<file path="config.mk">
export PLATFORM = sky130hd
export DESIGN_NAME = humidity_temp_frame_decoder
export DESIGN_NICKNAME = d
export VERILOG_FILES = /design/src/rtl/htfd_pkg.sv /design/src/rtl/htfd_frame_asm.sv /design/src/rtl/humidity_temp_frame_decoder.sv
export SDC_FILE = /design/constraint.sdc
export NUM_CORES = 1
export LEC_CHECK = 0
export BUFFER_PORTS_ARGS = -buffer_cell sky130_fd_sc_hd__buf_2
export CELL_PAD_IN_SITES_DETAIL_PLACEMENT = 1
export CELL_PAD_IN_SITES_GLOBAL_PLACEMENT = 1
export CORE_MARGIN = 5
export CORE_UTILIZATION = 43
export CTS_CLUSTER_DIAMETER = 50
export DETAILED_ROUTE_END_ITERATION = 10
export GPL_TIMING_DRIVEN = 0
export PLACE_DENSITY = 0.82
export SLEW_MARGIN = 25
export SYNTH_ARGS = -nofsm -noshare
export SYNTH_HDL_FRONTEND = slang
export SYNTH_SLANG_ARGS = --single-unit
</file>
<file path="constraint.sdc">
create_clock -name clock -period 6.4 [get_ports clock]
set_clock_uncertainty 0.15 [all_clocks]
set_input_delay 0.32 -clock clock [delete_from_list [all_inputs] [get_ports clock]]
set_output_delay 0.32 -clock clock [all_outputs]
set_load 0.02 [all_outputs]
</file>
<file path="src/rtl/htfd_pkg.sv">
// Shared types, constants and the CRC step for the humidity / temperature frame decoder.
package htfd_pkg;

   localparam logic [7:0]  CRC_POLY     = 8'h31;
   localparam logic [7:0]  CRC_INIT     = 8'hFF;
   localparam logic [2:0]  POS_IDLE     = 3'd0;
   localparam logic [2:0]  POS_FIRST    = 3'd1;
   localparam logic [2:0]  POS_LAST     = 3'd5;
   localparam logic [13:0] HUM_SCALE    = 14'd10000;
   localparam logic [14:0] TEMP_SCALE   = 15'd20000;
   localparam logic [14:0] TEMP_OFFSET  = 15'd5000;
   localparam logic [19:0] TEMP_MIN_RST = 20'd52429;
   localparam logic [19:0] TEMP_MAX_RST = 20'd707788;

   typedef enum logic [1:0] {
      CSR_CRC_ENFORCE  = 2'd0,
      CSR_TEMP_RAW_MIN = 2'd1,
      CSR_TEMP_RAW_MAX = 2'd2,
      CSR_UNUSED       = 2'd3
   } csr_idx_type;

   typedef struct packed {
      logic [7:0]  status_byte;
      logic [19:0] humidity_raw;
      logic [19:0] temperature_raw;
      logic        crc_match;
   } frame_type;

   function automatic logic [7:0] crc_step(input logic [7:0] crc, input logic [7:0] data);
      logic [7:0] c;
      c = crc ^ data;
      for (int k = 0; k < 8; k++) begin
         if (c[7]) begin
            c = {c[6:0], 1'b0} ^ CRC_POLY;
         end else begin
            c = {c[6:0], 1'b0};
         end
      end
      return c;
   endfunction

endpackage

</file>
<file path="src/rtl/htfd_frame_asm.sv">
// Frame assembler: byte position, running CRC and storage of the first five frame bytes.
module htfd_frame_asm (
   input  logic                clock,
   input  logic                reset,
   input  logic                accept,
   input  logic [7:0]          frame_byte,
   input  logic                frame_start,
   output logic                frame_done,
   output htfd_pkg::frame_type frame
);
   import htfd_pkg::*;

   logic [2:0] pos_ff, pos_in;
   logic [7:0] crc_ff, crc_in;
   logic [7:0] store_ff [5];

   always_comb begin
      pos_in     = pos_ff;
      crc_in     = crc_ff;
      frame_done = 1'b0;
      if (accept) begin
         if (frame_start) begin
            crc_in = crc_step(CRC_INIT, frame_byte);
            pos_in = POS_FIRST;
         end else if (pos_ff == POS_IDLE || pos_ff > POS_LAST) begin
            pos_in = POS_IDLE;
         end else if (pos_ff < POS_LAST) begin
            crc_in = crc_step(crc_ff, frame_byte);
            pos_in = pos_ff + 3'd1;
         end else begin
            frame_done = 1'b1;
            crc_in     = CRC_INIT;
            pos_in     = POS_IDLE;
         end
      end
   end

   always_ff @(posedge clock) begin
      if (reset) begin
         pos_ff <= POS_IDLE;
         crc_ff <= CRC_INIT;
      end else begin
         pos_ff <= pos_in;
         crc_ff <= crc_in;
      end
   end

   // A start byte always lands in slot zero; later bytes land at their position.
   always_ff @(posedge clock) begin
      if (accept) begin
         if (frame_start) begin
            store_ff[0] <= frame_byte;
         end else if (pos_ff != POS_IDLE && pos_ff < POS_LAST) begin
            store_ff[pos_ff] <= frame_byte;
         end
      end
   end

   assign frame.status_byte     = store_ff[0];
   assign frame.humidity_raw    = {store_ff[1], store_ff[2], store_ff[3][7:4]};
   assign frame.temperature_raw = {store_ff[3][3:0], store_ff[4], frame_byte};
   assign frame.crc_match       = (crc_ff == frame_byte);

endmodule

</file>
<file path="src/rtl/humidity_temp_frame_decoder.sv">
// Top level of the humidity / temperature frame decoder: register file, checks and scaling.
//
//   channel   | direction | handshake            | content
//   req       | in        | req_valid/req_ready  | one frame byte and its start mark
//   rsp       | out       | rsp_valid/rsp_ready  | one decoded reading per complete frame
//   csr (APB) | in/out    | psel/penable/pready  | crc_enforce, temp_raw_min, temp_raw_max
//
// One byte is taken per cycle while req_ready is high. A sixth byte is registered with its
// raw values and checks, then scaled by two constant multipliers into the output register.
// The output register and the check stage both move while the result side takes data, so a
// stalled result stops new requests only once both stages hold a reading.
// Reset is synchronous, clears the byte position, CRC and stage valids and resets the CSRs.
module humidity_temp_frame_decoder (
   input  logic               clock,
   input  logic               reset,
   input  logic               req_valid,
   output logic               req_ready,
   input  logic [7:0]         req_frame_byte,
   input  logic               req_frame_start,
   output logic               rsp_valid,
   input  logic               rsp_ready,
   output logic [7:0]         rsp_status_byte,
   output logic [19:0]        rsp_humidity_raw,
   output logic [19:0]        rsp_temperature_raw,
   output logic [13:0]        rsp_humidity_centi,
   output logic signed [14:0] rsp_temperature_centi,
   output logic               rsp_crc_match,
   output logic               rsp_range_ok,
   output logic               rsp_reading_valid,
   input  logic               psel,
   input  logic               penable,
   input  logic               pwrite,
   input  logic [3:0]         paddr,
   input  logic [31:0]        pwdata,
   output logic [31:0]        prdata,
   output logic               pready
);
   import htfd_pkg::*;

   logic        crc_enforce_ff;
   logic [19:0] temp_min_ff;
   logic [19:0] temp_max_ff;
   csr_idx_type csr_idx;
   logic        csr_write;

   logic        req_accept;
   logic        frame_done;
   frame_type   frame;
   logic        range_ok;

   logic        s1_valid_ff, s1_valid_in;
   frame_type   s1_frame_ff;
   logic        s1_range_ok_ff;
   logic        s1_reading_valid_ff;
   logic        out_free;
   logic        s1_move;

   logic        rsp_valid_ff, rsp_valid_in;
   logic [7:0]  rsp_status_ff;
   logic [19:0] rsp_hum_raw_ff;
   logic [19:0] rsp_temp_raw_ff;
   logic [13:0] rsp_hum_centi_ff;
   logic [14:0] rsp_temp_centi_ff;
   logic        rsp_crc_match_ff;
   logic        rsp_range_ok_ff;
   logic        rsp_reading_valid_ff;

   logic [33:0] hum_prod;
   logic [34:0] temp_prod;

   // Register file
   assign pready    = 1'b1;
   assign csr_idx   = csr_idx_type'(paddr[3:2]);
   assign csr_write = psel & penable & pwrite & pready;

   always_ff @(posedge clock) begin
      if (reset) begin
         crc_enforce_ff <= 1'b0;
         temp_min_ff    <= TEMP_MIN_RST;
         temp_max_ff    <= TEMP_MAX_RST;
      end else if (csr_write) begin
         case (csr_idx)
            CSR_CRC_ENFORCE:  crc_enforce_ff <= pwdata[0];
            CSR_TEMP_RAW_MIN: temp_min_ff    <= pwdata[19:0];
            CSR_TEMP_RAW_MAX: temp_max_ff    <= pwdata[19:0];
            default: begin
            end
         endcase
      end
   end

   always_comb begin
      case (csr_idx)
         CSR_CRC_ENFORCE:  prdata = {31'd0, crc_enforce_ff};
         CSR_TEMP_RAW_MIN: prdata = {12'd0, temp_min_ff};
         CSR_TEMP_RAW_MAX: prdata = {12'd0, temp_max_ff};
         default:          prdata = 32'd0;
      endcase
   end

   // Handshake and stage control
   assign out_free    = !rsp_valid_ff || rsp_ready;
   assign s1_move     = s1_valid_ff && out_free;
   assign req_ready   = !s1_valid_ff || out_free;
   assign req_accept  = req_valid && req_ready;
   assign s1_valid_in = frame_done || (s1_valid_ff && !s1_move);
   assign rsp_valid_in = s1_move || (rsp_valid_ff && !rsp_ready);

   htfd_frame_asm u_frame_asm (
      .clock       (clock),
      .reset       (reset),
      .accept      (req_accept),
      .frame_byte  (req_frame_byte),
      .frame_start (req_frame_start),
      .frame_done  (frame_done),
      .frame       (frame)
   );

   assign range_ok = (frame.temperature_raw >= temp_min_ff) &&
                     (frame.temperature_raw <= temp_max_ff);

   always_ff @(posedge clock) begin
      if (reset) begin
         s1_valid_ff  <= 1'b0;
         rsp_valid_ff <= 1'b0;
      end else begin
         s1_valid_ff  <= s1_valid_in;
         rsp_valid_ff <= rsp_valid_in;
      end
   end

   always_ff @(posedge clock) begin
      if (frame_done) begin
         s1_frame_ff         <= frame;
         s1_range_ok_ff      <= range_ok;
         s1_reading_valid_ff <= range_ok && (frame.crc_match || !crc_enforce_ff);
      end
   end

   // Scaling: floor(raw * k / 2^20) is the top bits of the product.
   assign hum_prod  = 34'(s1_frame_ff.humidity_raw) * 34'(HUM_SCALE);
   assign temp_prod = 35'(s1_frame_ff.temperature_raw) * 35'(TEMP_SCALE);

   always_ff @(posedge clock) begin
      if (s1_move) begin
         rsp_status_ff        <= s1_frame_ff.status_byte;
         rsp_hum_raw_ff       <= s1_frame_ff.humidity_raw;
         rsp_temp_raw_ff      <= s1_frame_ff.temperature_raw;
         rsp_hum_centi_ff     <= hum_prod[33:20];
         rsp_temp_centi_ff    <= temp_prod[34:20] - TEMP_OFFSET;
         rsp_crc_match_ff     <= s1_frame_ff.crc_match;
         rsp_range_ok_ff      <= s1_range_ok_ff;
         rsp_reading_valid_ff <= s1_reading_valid_ff;
      end
   end

   assign rsp_valid             = rsp_valid_ff;
   assign rsp_status_byte       = rsp_status_ff;
   assign rsp_humidity_raw      = rsp_hum_raw_ff;
   assign rsp_temperature_raw   = rsp_temp_raw_ff;
   assign rsp_humidity_centi    = rsp_hum_centi_ff;
   assign rsp_temperature_centi = $signed(rsp_temp_centi_ff);
   assign rsp_crc_match         = rsp_crc_match_ff;
   assign rsp_range_ok          = rsp_range_ok_ff;
   assign rsp_reading_valid     = rsp_reading_valid_ff;

   a_valid_needs_range: assert property (@(posedge clock) disable iff (reset)
      rsp_valid_ff && rsp_reading_valid_ff |-> rsp_range_ok_ff)
      else $error("reading flagged valid without a passing range check");

   a_stage_advances: assert property (@(posedge clock) disable iff (reset)
      s1_valid_ff && out_free |=> rsp_valid_ff)
      else $error("checked reading did not reach the output register");

   a_no_overwrite: assert property (@(posedge clock) disable iff (reset)
      req_accept && s1_valid_ff |-> out_free)
      else $error("request taken while the check stage was blocked");

   a_humidity_bound: assert property (@(posedge clock) disable iff (reset)
      rsp_valid_ff |-> rsp_hum_centi_ff <= 14'd9999)
      else $error("humidity result out of range");

   a_temp_bound: assert property (@(posedge clock) disable iff (reset)
      rsp_valid_ff |-> $signed(rsp_temp_centi_ff) >= -15'sd5000)
      else $error("temperature result below the lower bound");

endmodule

</file>
==> After elaboration in Yosys (flattened, before gate mapping) <==
Memories as Yosys holds them, arrays and structs flattened. A register that Yosys moved wholly into a read port is not among the register bits.
Index checks and enable logic that the tools add are counted.
{ "word_totals": {"ff_bits": 177, "mem_bits_rw": 40, "in_bits": 52, "out_inout_bits": 115, "mem_count": 1} }
{ "op_classes": {"addsub": 2, "mul": 2, "order_cmp": 4, "n_eq_ne": 4, "mux": 79, "n_bitwise": 20, "n_reduce_logical": 26} }
{ "mem_list": {"columns": ["name", "words", "word_bits", "read_ports", "rd_ports_with_merged_regs", "wr", "line", "rtl"], "rows": [
  ["u_frame_asm.store_ff", 5, 8, 5, 3, 1, "htfd_frame_asm.sv:15", "logic [7:0] store_ff [5];"]
]} }
{ "ops": {"columns": ["operator", "n"], "rows": [
  ["8-bit 2-to-1 mux", 46],
  ["6-bit 2-to-1 mux", 16],
  ["20-bit by 10-bit multiplier with 30-bit output, second input constant", 2],
  ["20-bit one-hot mux with 3 select lines", 1],
  ["3-bit NOT", 16],
  ["20-bit greater-or-equal comparator", 1],
  ["20-bit <= comparator", 1],
  ["15-bit by 13-bit subtractor with 15-bit output, second input constant", 1],
  ["1-bit 2-to-1 mux", 12],
  ["3-bit 2-to-1 mux", 4],
  ["8-bit == test", 1],
  ["8-bit NOT", 1],
  ["2-bit AND reduction", 4],
  ["8-bit OR reduction", 1],
  ["8-bit bitwise XOR", 1],
  ["1-bit logical AND", 7],
  ["1-bit logical OR", 6],
  ["1-bit logical NOT", 5],
  ["3-bit by 1-bit adder with 3-bit output, second input constant", 1],
  ["3-bit > comparator, second input constant", 1],
  ["3-bit logical NOT", 1],
  ["3-bit < comparator, second input constant", 1],
  ["3-bit nonzero test", 1],
  ["1-bit bitwise AND", 2],
  ["4 further kinds", 4]
]} }

==> Longest topological paths before layout <==
Gate-level depths: netlist of the first run.
{ "logic_depth": {"ltp_word": 48, "mapped_depth": 25} }

==> Modules after synthesis <==
Synthesis of the first run repeated with hierarchy kept, for this count alone.
{ "unflattened": {"hier_cells": 1414, "hier_area_um2": 15735.1} }
{ "by_module_without_submodules": {"columns": ["module", "instances", "cells_each", "area_per_inst_um2"], "rows": [
  ["humidity_temp_frame_decoder", 1, 1246, 13451.7],
  ["htfd_frame_asm", 1, 168, 2283.4]
]} }

==> Worst setup path after synthesis of the first run <==
No wires, ideal clock.
{ "synth_timing": {"path_type": "register to register", "start": "reg rsp_valid_ff (netlist: rsp_valid)", "end": "reg s1_frame_ff[0] in the netlist's numbering, enable pin", "setup_ns": 0.608, "arrival_time_ns": 6.280, "required_time_ns": 5.642, "setup_slack_ns": -0.638, "stages_incl_launch_ff": 5, "synth_period_minus_slack_ns": 7.038, "path_cell_list": "dfxtp_1 > nor2b_1 > nand2_1 > nand2_1 > nor4b_1"} }
{ "synth_between": {"elab_chain_len": 5} }
{ "synth_lines": {"columns": ["item", "line", "rtl"], "rows": [
  ["from (decl)", "humidity_temp_frame_decoder.sv:58", "logic rsp_valid_ff, rsp_valid_in;"],
  ["from (signal assigned)", "humidity_temp_frame_decoder.sv:128", "rsp_valid_ff <= rsp_valid_in;"],
  ["1-bit logical NOT", "humidity_temp_frame_decoder.sv:102", "assign out_free = !rsp_valid_ff || rsp_ready;"],
  ["1-bit logical OR", "humidity_temp_frame_decoder.sv:102", null],
  ["1-bit logical OR", "humidity_temp_frame_decoder.sv:104", "assign req_ready = !s1_valid_ff || out_free;"],
  ["via req_ready", "humidity_temp_frame_decoder.sv:17", "output logic req_ready,"],
  ["1-bit logical AND", "humidity_temp_frame_decoder.sv:105", "assign req_accept = req_valid && req_ready;"],
  ["1-bit 2-to-1 mux", "htfd_frame_asm.sv:21", "if (accept) begin"],
  ["via frame_done", "humidity_temp_frame_decoder.sv:47", "logic frame_done;"],
  ["to (signal assigned)", "humidity_temp_frame_decoder.sv:134", "s1_frame_ff <= frame;"],
  ["to (decl)", "humidity_temp_frame_decoder.sv:52", "frame_type s1_frame_ff;"]
]} }
The timed path passes the listed nets, and every way through them passes these cells.
A chain may end at the register's enable or synchronous reset.

==> Worst setup path in the final report of the first run <==
{ "layout_timing": {"start": "reg s1_frame_ff[12] in the netlist's numbering", "end": "reg rsp_temp_centi_ff[13] (netlist: rsp_temperature_centi[13]) (data pin)"} }
{ "layout_between": {"elab_chain_len": 2} }
{ "layout_lines": {"columns": ["item", "line", "rtl"], "rows": [
  ["20-bit by 10-bit multiplier with 30-bit output", "humidity_temp_frame_decoder.sv:142", "assign temp_prod = 35'(s1_frame_ff.temperature_raw) * 35'(TEMP_SCALE);"],
  ["15-bit by 13-bit subtractor with 15-bit output", "humidity_temp_frame_decoder.sv:150", "rsp_temp_centi_ff <= temp_prod[34:20] - TEMP_OFFSET;"],
  ["to (signal assigned)", "humidity_temp_frame_decoder.sv:150", null],
  ["to (decl)", "humidity_temp_frame_decoder.sv:63", "logic [14:0] rsp_temp_centi_ff;"]
]} }
No other way between the ends.

==> results.json, run 1 <==
{
  "die_h_um": 198,
  "reg2reg_setup_slack_ns": 0.22,
  "drt_first_pass_iters": 4,
  "core_um2": 35300,
  "setup_ws_ns": 0.219,
  "crit_fanout": 9,
  "min_period_ns": 6.18,
  "io-pin-count": 167,
  "crit_required_ns": 6.54,
  "rsz0062_at_grt": "true",
  "routed_wl_um": 40800,
  "layout_commonest_cell": "inv_1",
  "grt_use_total": 0.206,
  "rr_startpoint": "s1_frame_ff[12]$_DFFE_PP_",
  "arrival_ns": 6.32,
  "vias": 10800,
  "endpoint_kind": "register",
  "antenna_found_initial": 0,
  "crit_path_start_kind": "register",
  "setup_violations": 0,
  "synthSimpleGateAreaFrac": 0.0689,
  "outcome": "completed",
  "clock_latency_ns": 0.57,
  "synth_area_um2": 15300,
  "crit_chain": "inv_1 > fa_1 > inv_1 > ha_1 > fa_1 > ha_1 > fa_1 > ha_1 > buf_2 > and3_1 > o2111ai_1 > a2111oi_1 > a31oi_1 > o311ai_2 > inv_1 > ha_1 > inv_1 > a211oi_2 > o31ai_1 > o211ai_1 > o211ai_1 > xnor2_1",
  "synthFlopType": "edfxtp_1",
  "synth_top_family_by_area": "adder cells",
  "grt_overflow": 0,
  "grt_pass1_vias": 11800,
  "hp-class": "in -> reg",
  "grt_start_max_net_pins": 28,
  "pre_cts_slack_ns": -0.114,
  "nFillCells": 3799,
  "crit_family": "adder cells",
  "fin_total_pwr_mw": 3.40,
  "yosys_warnings": 0,
  "synth.distinct_cells": 70,
  "worstMarginPinSlew_ns": 1.00,
  "cts_max_path_buffers": 3,
  "post-route-period-util": 0.966,
  "antenna_left": 0,
  "drc_errors": 0,
  "max_slew_margin": 0.328,
  "fp-row-count": 69,
  "clock-root-buffer": "clkbuf_16",
  "numCtsBuffers": 28,
  "synth_seq_cells": 225,
  "drt-wirelength-per-cell_um": 19.5,
  "drt_iter0_markers": 483,
  "cts_sinks": 225,
  "whs_endpoint": "u_frame_asm.pos_ff[0]$_SDFFE_PP0P_",
  "holdWs_ns": 0.0222,
  "timing.fmax_ghz": 0.162,
  "synth_edf_count": 171,
  "final_cell_mix": "319 x inv_1, 203 x ha_1, 171 x edfxtp_1, 139 x buf_2, 92 x fa_1",
  "dieArea_um2": 39400,
  "report.final.hold_viol_count": 0,
  "drive_above_1_share": 0.151,
  "avgSynthCellArea_um2": 11.1,
  "placed_area_um2": 16700,
  "synthArstFlopShare": 0,
  "io_buffers": 138,
  "slew_viol_final": 0,
  "cpPeakStageDelay_ns": 0.55,
  "antenna_cells": 0,
  "seq_area_frac_synth": 0.407,
  "synth_compound_area_frac": 0.108,
  "synthMuxAreaShare": 0.00295,
  "p_per_area_nw_per_um2": 188,
  "setup.worst_path.start": "s1_frame_ff[12]$_DFFE_PP_",
  "cp_slowest_cell": "fa_1",
  "reg2reg_to": "rsp_temperature_centi[13]$_DFFE_PP_",
  "gp_congestion": 0.852,
  "leakage_nw": 8.35,
  "path_class": "reg -> reg",
  "cts_tree": "built",
  "cts_max_level": 1,
  "synth_fa_ha_area_frac": 0.287,
  "ff2ff_path_depth": 22,
  "area_growth_pct": 18.2,
  "hp-start": "req_valid",
  "final_nets": 1951,
  "initial_core_util": 0.433,
  "fin_area_um2": 18100,
  "synth_cells": 1379,
  "hold_path_depth": 4,
  "cts.clk_slew.worst_paths_ns": 0.06,
  "die_w_um": 198,
  "grt_pass1_wl_um": 64600,
  "synth_xor_area_frac": 0.0361,
  "maxCapViolations": 0,
  "critPathBufInv": 5,
  "hpwl_um": 31000,
  "irDropWorstVdd_mv": 0.172,
  "vias_per_cell": 5.17
}
## stage by stage
stage          utilization  setup TNS (ns)  std cells
6_report             0.511               0       2087
3_5_place_dp         0.474          -0.126       1997
3_3_place_gp         0.470          -13.64       1989
2_1_floorplan            -               0       1390
5_1_grt              0.511          -0.146       2087
4_1_cts              0.508               0       2076
## registers in the layout, indices dropped and copies added (netlist names), 3 cells and up
register and flops:
temp_min_ff 20, s1_frame_ff 49, rsp_status_byte 8, u_frame_asm.store_ff 40, rsp_temperature_raw 20, u_frame_asm.crc_ff 8
temp_max_ff 20, rsp_temperature_centi 15, u_frame_asm.pos_ff 3, rsp_humidity_raw 20, rsp_humidity_centi 14
## where the power goes
group | leakage [nW] | switching [mW] | internal, mW
clock network | 0.447 | 0.681 | 0.905
registers | 1.98 | 0.0111 | 1.57
logic | 5.92 | 0.132 | 0.0974
## how the worst max path moves through the flow
stage | end | cells past startpoint | slack [ns]
floorplan | rsp_temperature_centi[14]$_DFFE_PP_ | 20 | 0.89
global placement | rsp_temperature_centi[1]$_DFFE_PP_ | 3 | -0.18
detailed placement | rsp_temperature_centi[13]$_DFFE_PP_ | 22 | -0.11
CTS | rsp_temperature_centi[13]$_DFFE_PP_ | 22 | 0.09
global route | rsp_temperature_centi[13]$_DFFE_PP_ | 23 | -0.08
finish | rsp_temperature_centi[13]$_DFFE_PP_ | 22 | 0.22
## cells by family (layout without fill, tap and decap cells)
group	Yosys count	in the layout
buffers and inverters	353	589
other	2	13
adder cells (fa/ha/maj)	295	295
AO/OA/AOI/OAI	221	221
flip-flops	225	225
multiplexers	4	4
XOR/XNOR	63	63
AND/OR/NAND/NOR	216	216
## cells in the mapped netlist, types with 13 or more instances
library cell	n	area (um^2)
a211o_1	28	245
a21o_1	25	188
a21oi_1	52	260
a22o_1	19	166
buf_4	13	97.6
clkbuf_1	20	75.1
dfxtp_1	54	1080
edfxtp_1	171	5130
fa_1	92	1840
ha_1	203	2540
inv_1	319	1200
nand2_1	68	255
nor2_1	58	218
nor2b_1	15	93.8
nor3_1	14	70.1
o21a_1	13	97.6
o21ai_0	16	80.1
xnor2_1	45	394
xor2_1	18	158
## routing by layer
metal | GRT usage | wire, um | vias up
met2 | 0.363 | 20500 | 248
met4 | 0.0595 | 1200 | 0
met5 | 0 | 0 | -
met1 | 0.265 | 17300 | 5374
li1 | - | - | 5098
met3 | 0.0320 | 1820 | 77
## worst register-to-register path: stages, from the launching register on
cell and delay (ns):
edfxtp_1 0.48, inv_1 0.19, fa_1 0.55, inv_1 0.05
ha_1 0.29, fa_1 0.49, ha_1 0.33, fa_1 0.46
ha_1 0.28, buf_2 0.21, and3_1 0.27, o2111ai_1 0.19
a2111oi_1 0.40, a31oi_1 0.11, o311ai_2 0.18, inv_1 0.12
ha_1 0.22, inv_1 0.11, a211oi_2 0.08, o31ai_1 0.32
o211ai_1 0.15, o211ai_1 0.15, xnor2_1 0.12
## layout make-up
type / instances / area (um^2) / area share
plain buffers: 34 / 178 / 0.00984
clock buffers: 29 / 704 / 0.0390
clock inverters: 23 / 235 / 0.0130
inverters: 319 / 1200 / 0.0663
multi-input cells: 812 / 7790 / 0.432
flip-flops and latches: 225 / 6220 / 0.344
well taps: 461 / 577 / 0.0319
repair buffers: 184 / 1160 / 0.0642
## timing repair
item                                   CTS  global route
endpoints found under the hold margin   55             2
setup endpoints to repair                2             3
setup buffers                            0            10
resized for setup                        2             6
hold buffers                            27             1
Note: power is estimated with default switching activity, not from simulation.
==> run 2: changes to the inputs <==
--- a/config.mk
+++ b/config.mk
@@ -11,3 +11,3 @@
 export CORE_MARGIN = 5
-export CORE_UTILIZATION = 43
+export CORE_UTILIZATION = 44
 export CTS_CLUSTER_DIAMETER = 50
@@ -15,3 +15,3 @@
 export GPL_TIMING_DRIVEN = 0
-export PLACE_DENSITY = 0.82
+export PLACE_DENSITY = 0.83
 export SLEW_MARGIN = 25
@@ -19,2 +19,3 @@
 export SYNTH_HDL_FRONTEND = slang
+export SYNTH_HIERARCHICAL = 1
 export SYNTH_SLANG_ARGS = --single-unit
==> constraint.sdc (replaced) <==
create_clock -name clock -period 6.4 [get_ports clock]
set_clock_uncertainty 0.15 [all_clocks]
set_input_delay 0.64 -clock clock [delete_from_list [all_inputs] [get_ports clock]]
set_output_delay 0.64 -clock clock [all_outputs]
set_load 0.02 [all_outputs]
==> results.json, run 2 <==
{
  "synth_top_cell_area_share": 0.326,
  "pwr-share-clk": 0.492,
  "maxCapViolations": 0,
  "endpoint_kind": "register",
  "antenna_found_initial": 0,
  "cts_max_level": 1,
  "path_class": "reg -> reg",
  "slew_viol_final": 0,
  "p_per_area_nw_per_um2": 196,
  "nFillCells": 3892,
  "die_w_um": 199,
  "outcome": "completed",
  "p_seq_frac": 0.441,
  "cts_tree": "built",
  "arrival_ns": 6.16,
  "cts_sinks": 225,
  "p_sw_frac": 0.243,
  "grt_use_total": 0.208,
  "cts.clk_slew.worst_paths_ns": 0.06,
  "drt-wirelength-per-cell_um": 19.1,
  "setup_violations": 0,
  "synth_area_um2": 15700,
  "max_slew_margin": 0.278,
  "layout_commonest_cell": "inv_1",
  "irDropWorstVdd_mv": 0.194,
  "synth_edf_count": 171,
  "pre_cts_slack_ns": 0.134,
  "min_period_ns": 6.00,
  "power.internal_mw": 2.71,
  "crit_required_ns": 6.57,
  "antenna_cells": 0,
  "final_nets": 1954,
  "io_buffers": 139,
  "post-synth-top-count-cell": "inv_1",
  "cts_max_path_buffers": 3,
  "fin_cells": 2092,
  "fp-row-count": 69,
  "hpwl_um": 31700,
  "leakage_nw": 8.46,
  "drive_above_1_share": 0.173,
  "initial_core_util": 0.445,
  "setup_ws_ns": 0.404,
  "synth_area_leaders": "edfxtp_1 33%, ha_1 16%, fa_1 12%, inv_1 7.3%, dfxtp_1 6.9%",
  "synth.distinct_cells": 88,
  "timing.fmax_ghz": 0.167,
  "numCtsBuffers": 31,
  "grt_start_max_net_pins": 28,
  "clock_latency_ns": 0.58,
  "avgSynthCellArea_um2": 11.1,
  "dieArea_um2": 39600,
  "synth_area_leader_cell": "edfxtp_1",
  "io-pin-count": 167,
  "dpl.cell_count": 2034,
  "drc_errors": 0,
  "area_growth_pct": 16.2,
  "seq_area_frac_synth": 0.395,
  "yosys-top-cells-count": "304 x inv_1, 204 x ha_1, 171 x edfxtp_1",
  "worstMarginPinSlew_ns": 1.07,
  "yosys_warnings": 6,
  "report.final.hold_viol_count": 0,
  "grt_pass1_wl_um": 65300,
  "top_regs": "s1_frame_ff (49), u_frame_asm/store_ff (40)",
  "synth_cells": 1414,
  "drt_iter0_markers": 412,
  "antenna_left": 0,
  "die_h_um": 199,
  "clock-root-buffer": "clkbuf_16",
  "share_comb_of_total_power": 0.067,
  "synth_seq_cells": 225,
  "p_switching_mw": 0.872,
  "core_um2": 35400,
  "holdWs_ns": 0.135,
  "crit_fanout": 6,
  "gp_congestion": 0.861,
  "grt_pass1_vias": 12200,
  "final_cell_mix": "304 x inv_1, 204 x ha_1, 171 x edfxtp_1, 140 x buf_2, 92 x fa_1",
  "vias_per_cell": 5.17,
  "postCtsHoldBufs": 0,
  "grt_overflow": 0,
  "crit_path_start_kind": "register",
  "synthFlopType": "edfxtp_1",
  "largest_reg_flops": 49,
  "hp-class": "in -> reg",
  "drt_first_pass_iters": 5,
  "vias": 10800,
  "routed_wl_um": 40000,
  "post-route-period-util": 0.937,
  "synthArstFlopShare": 0,
  "regMostFlops": "s1_frame_ff",
  "rsz0062_at_grt": "false"
}
-- run 2: changes by cell type after synthesis, sizes merged, moves of 8 or more --
cell	change
o21ai	+11
buf	+11
nor2	-8
inv	-15
a21oi	+12
nand2	+9
xnor2	+12
-- run 2: per-layer routing --
| metal | vias up | track usage | wire length, um |
|---|---|---|---|
| met4 | 0 | 0.0552 | 954 |
| met3 | 61 | 0.0275 | 1590 |
| met2 | 226 | 0.367 | 20200 |
| li1 | 5142 | - | - |
| met5 | - | 0 | 0 |
| met1 | 5385 | 0.269 | 17200 |
-- run 2: logic make-up after synthesis --
group,after synthesis,synth area share
xor gates and xnor gates,70,0.0448
other,2,0.000477
muxes,8,0.00572
AOI/OAI and AO/OA,238,0.112
and+or+nand+nor,221,0.0698
DFF,225,0.395
buffers and inverters,354,0.0925
adders and majority gates,296,0.279
-- run 2: layout make-up --
cell class	instances	area (um^2)	area share
Timing Repair Buffer	148	808	0.0442
Clock buffer	33	815	0.0446
Clock inverter	25	270	0.0148
Sequential cell	225	6220	0.340
Buffer	50	314	0.0172
Inverter	304	1140	0.0624
Multi-Input combinational cell	846	8140	0.445
Tap cell	461	577	0.0316
-- run 2: worst paths after layout --
kind	from	cells after the start	slack, ns	endpoint
worst max-delay path	s1_frame_ff[9]$_DFFE_PP_	19	0.40	rsp_temperature_centi[11]$_DFFE_PP_
worst min-delay path	pwdata[2]	2	0.14	temp_min_ff[2]$_SDFFE_PP1P_
worst max register to register	s1_frame_ff[9]$_DFFE_PP_	19	0.40	rsp_temperature_centi[11]$_DFFE_PP_
worst min register to register	u_frame_asm/store_ff[0][5]$_DFFE_PP_	0	0.27	s1_frame_ff[46]$_DFFE_PP_
-- run 2: what timing repair did --
item,4_1_cts,5_1_grt
setup buffers,0,0
gates resized for setup,0,3
endpoints found under the setup margin,0,3
-- run 2: power groups by stage --
stage	sequential, mW	clock (mW)	combinational, mW
final	1.58	1.76	0.240
after global routing	1.58	1.88	0.262
after CTS	1.58	1.81	0.240
after detailed placement	1.61	0	0.238
after global placement	1.61	0	0.230
after floorplan	1.61	0	0.168
-- run 2: critical path, cell delays in order, from the launching register on --
cell	delay [ns]
edfxtp_1	0.52
inv_1	0.19
fa_1	0.54
inv_1	0.04
ha_1	0.29
fa_1	0.51
ha_1	0.31
inv_1	0.05
fa_1	0.50
inv_1	0.05
ha_1	0.37
a2111oi_2	0.43
o21ai_2	0.18
a211o_1	0.29
o211ai_1	0.30
ha_1	0.35
a311oi_4	0.17
nor4b_2	0.29
a211oi_2	0.07
xnor2_1	0.15
-- run 2: metrics by stage --
stage / cell area, um^2 / setup TNS, ns / power (mW) / utilization
final: 18300 / 0 / 3.58 / 0.516
after global routing: 18300 / 0 / 3.73 / 0.516
after CTS: 18300 / 0 / 3.63 / 0.516
after detailed placement: 17200 / 0 / 1.85 / 0.485
after global placement: 17000 / -89.51 / 1.84 / 0.482
after floorplan: 15800 / 0 / 1.78 / -
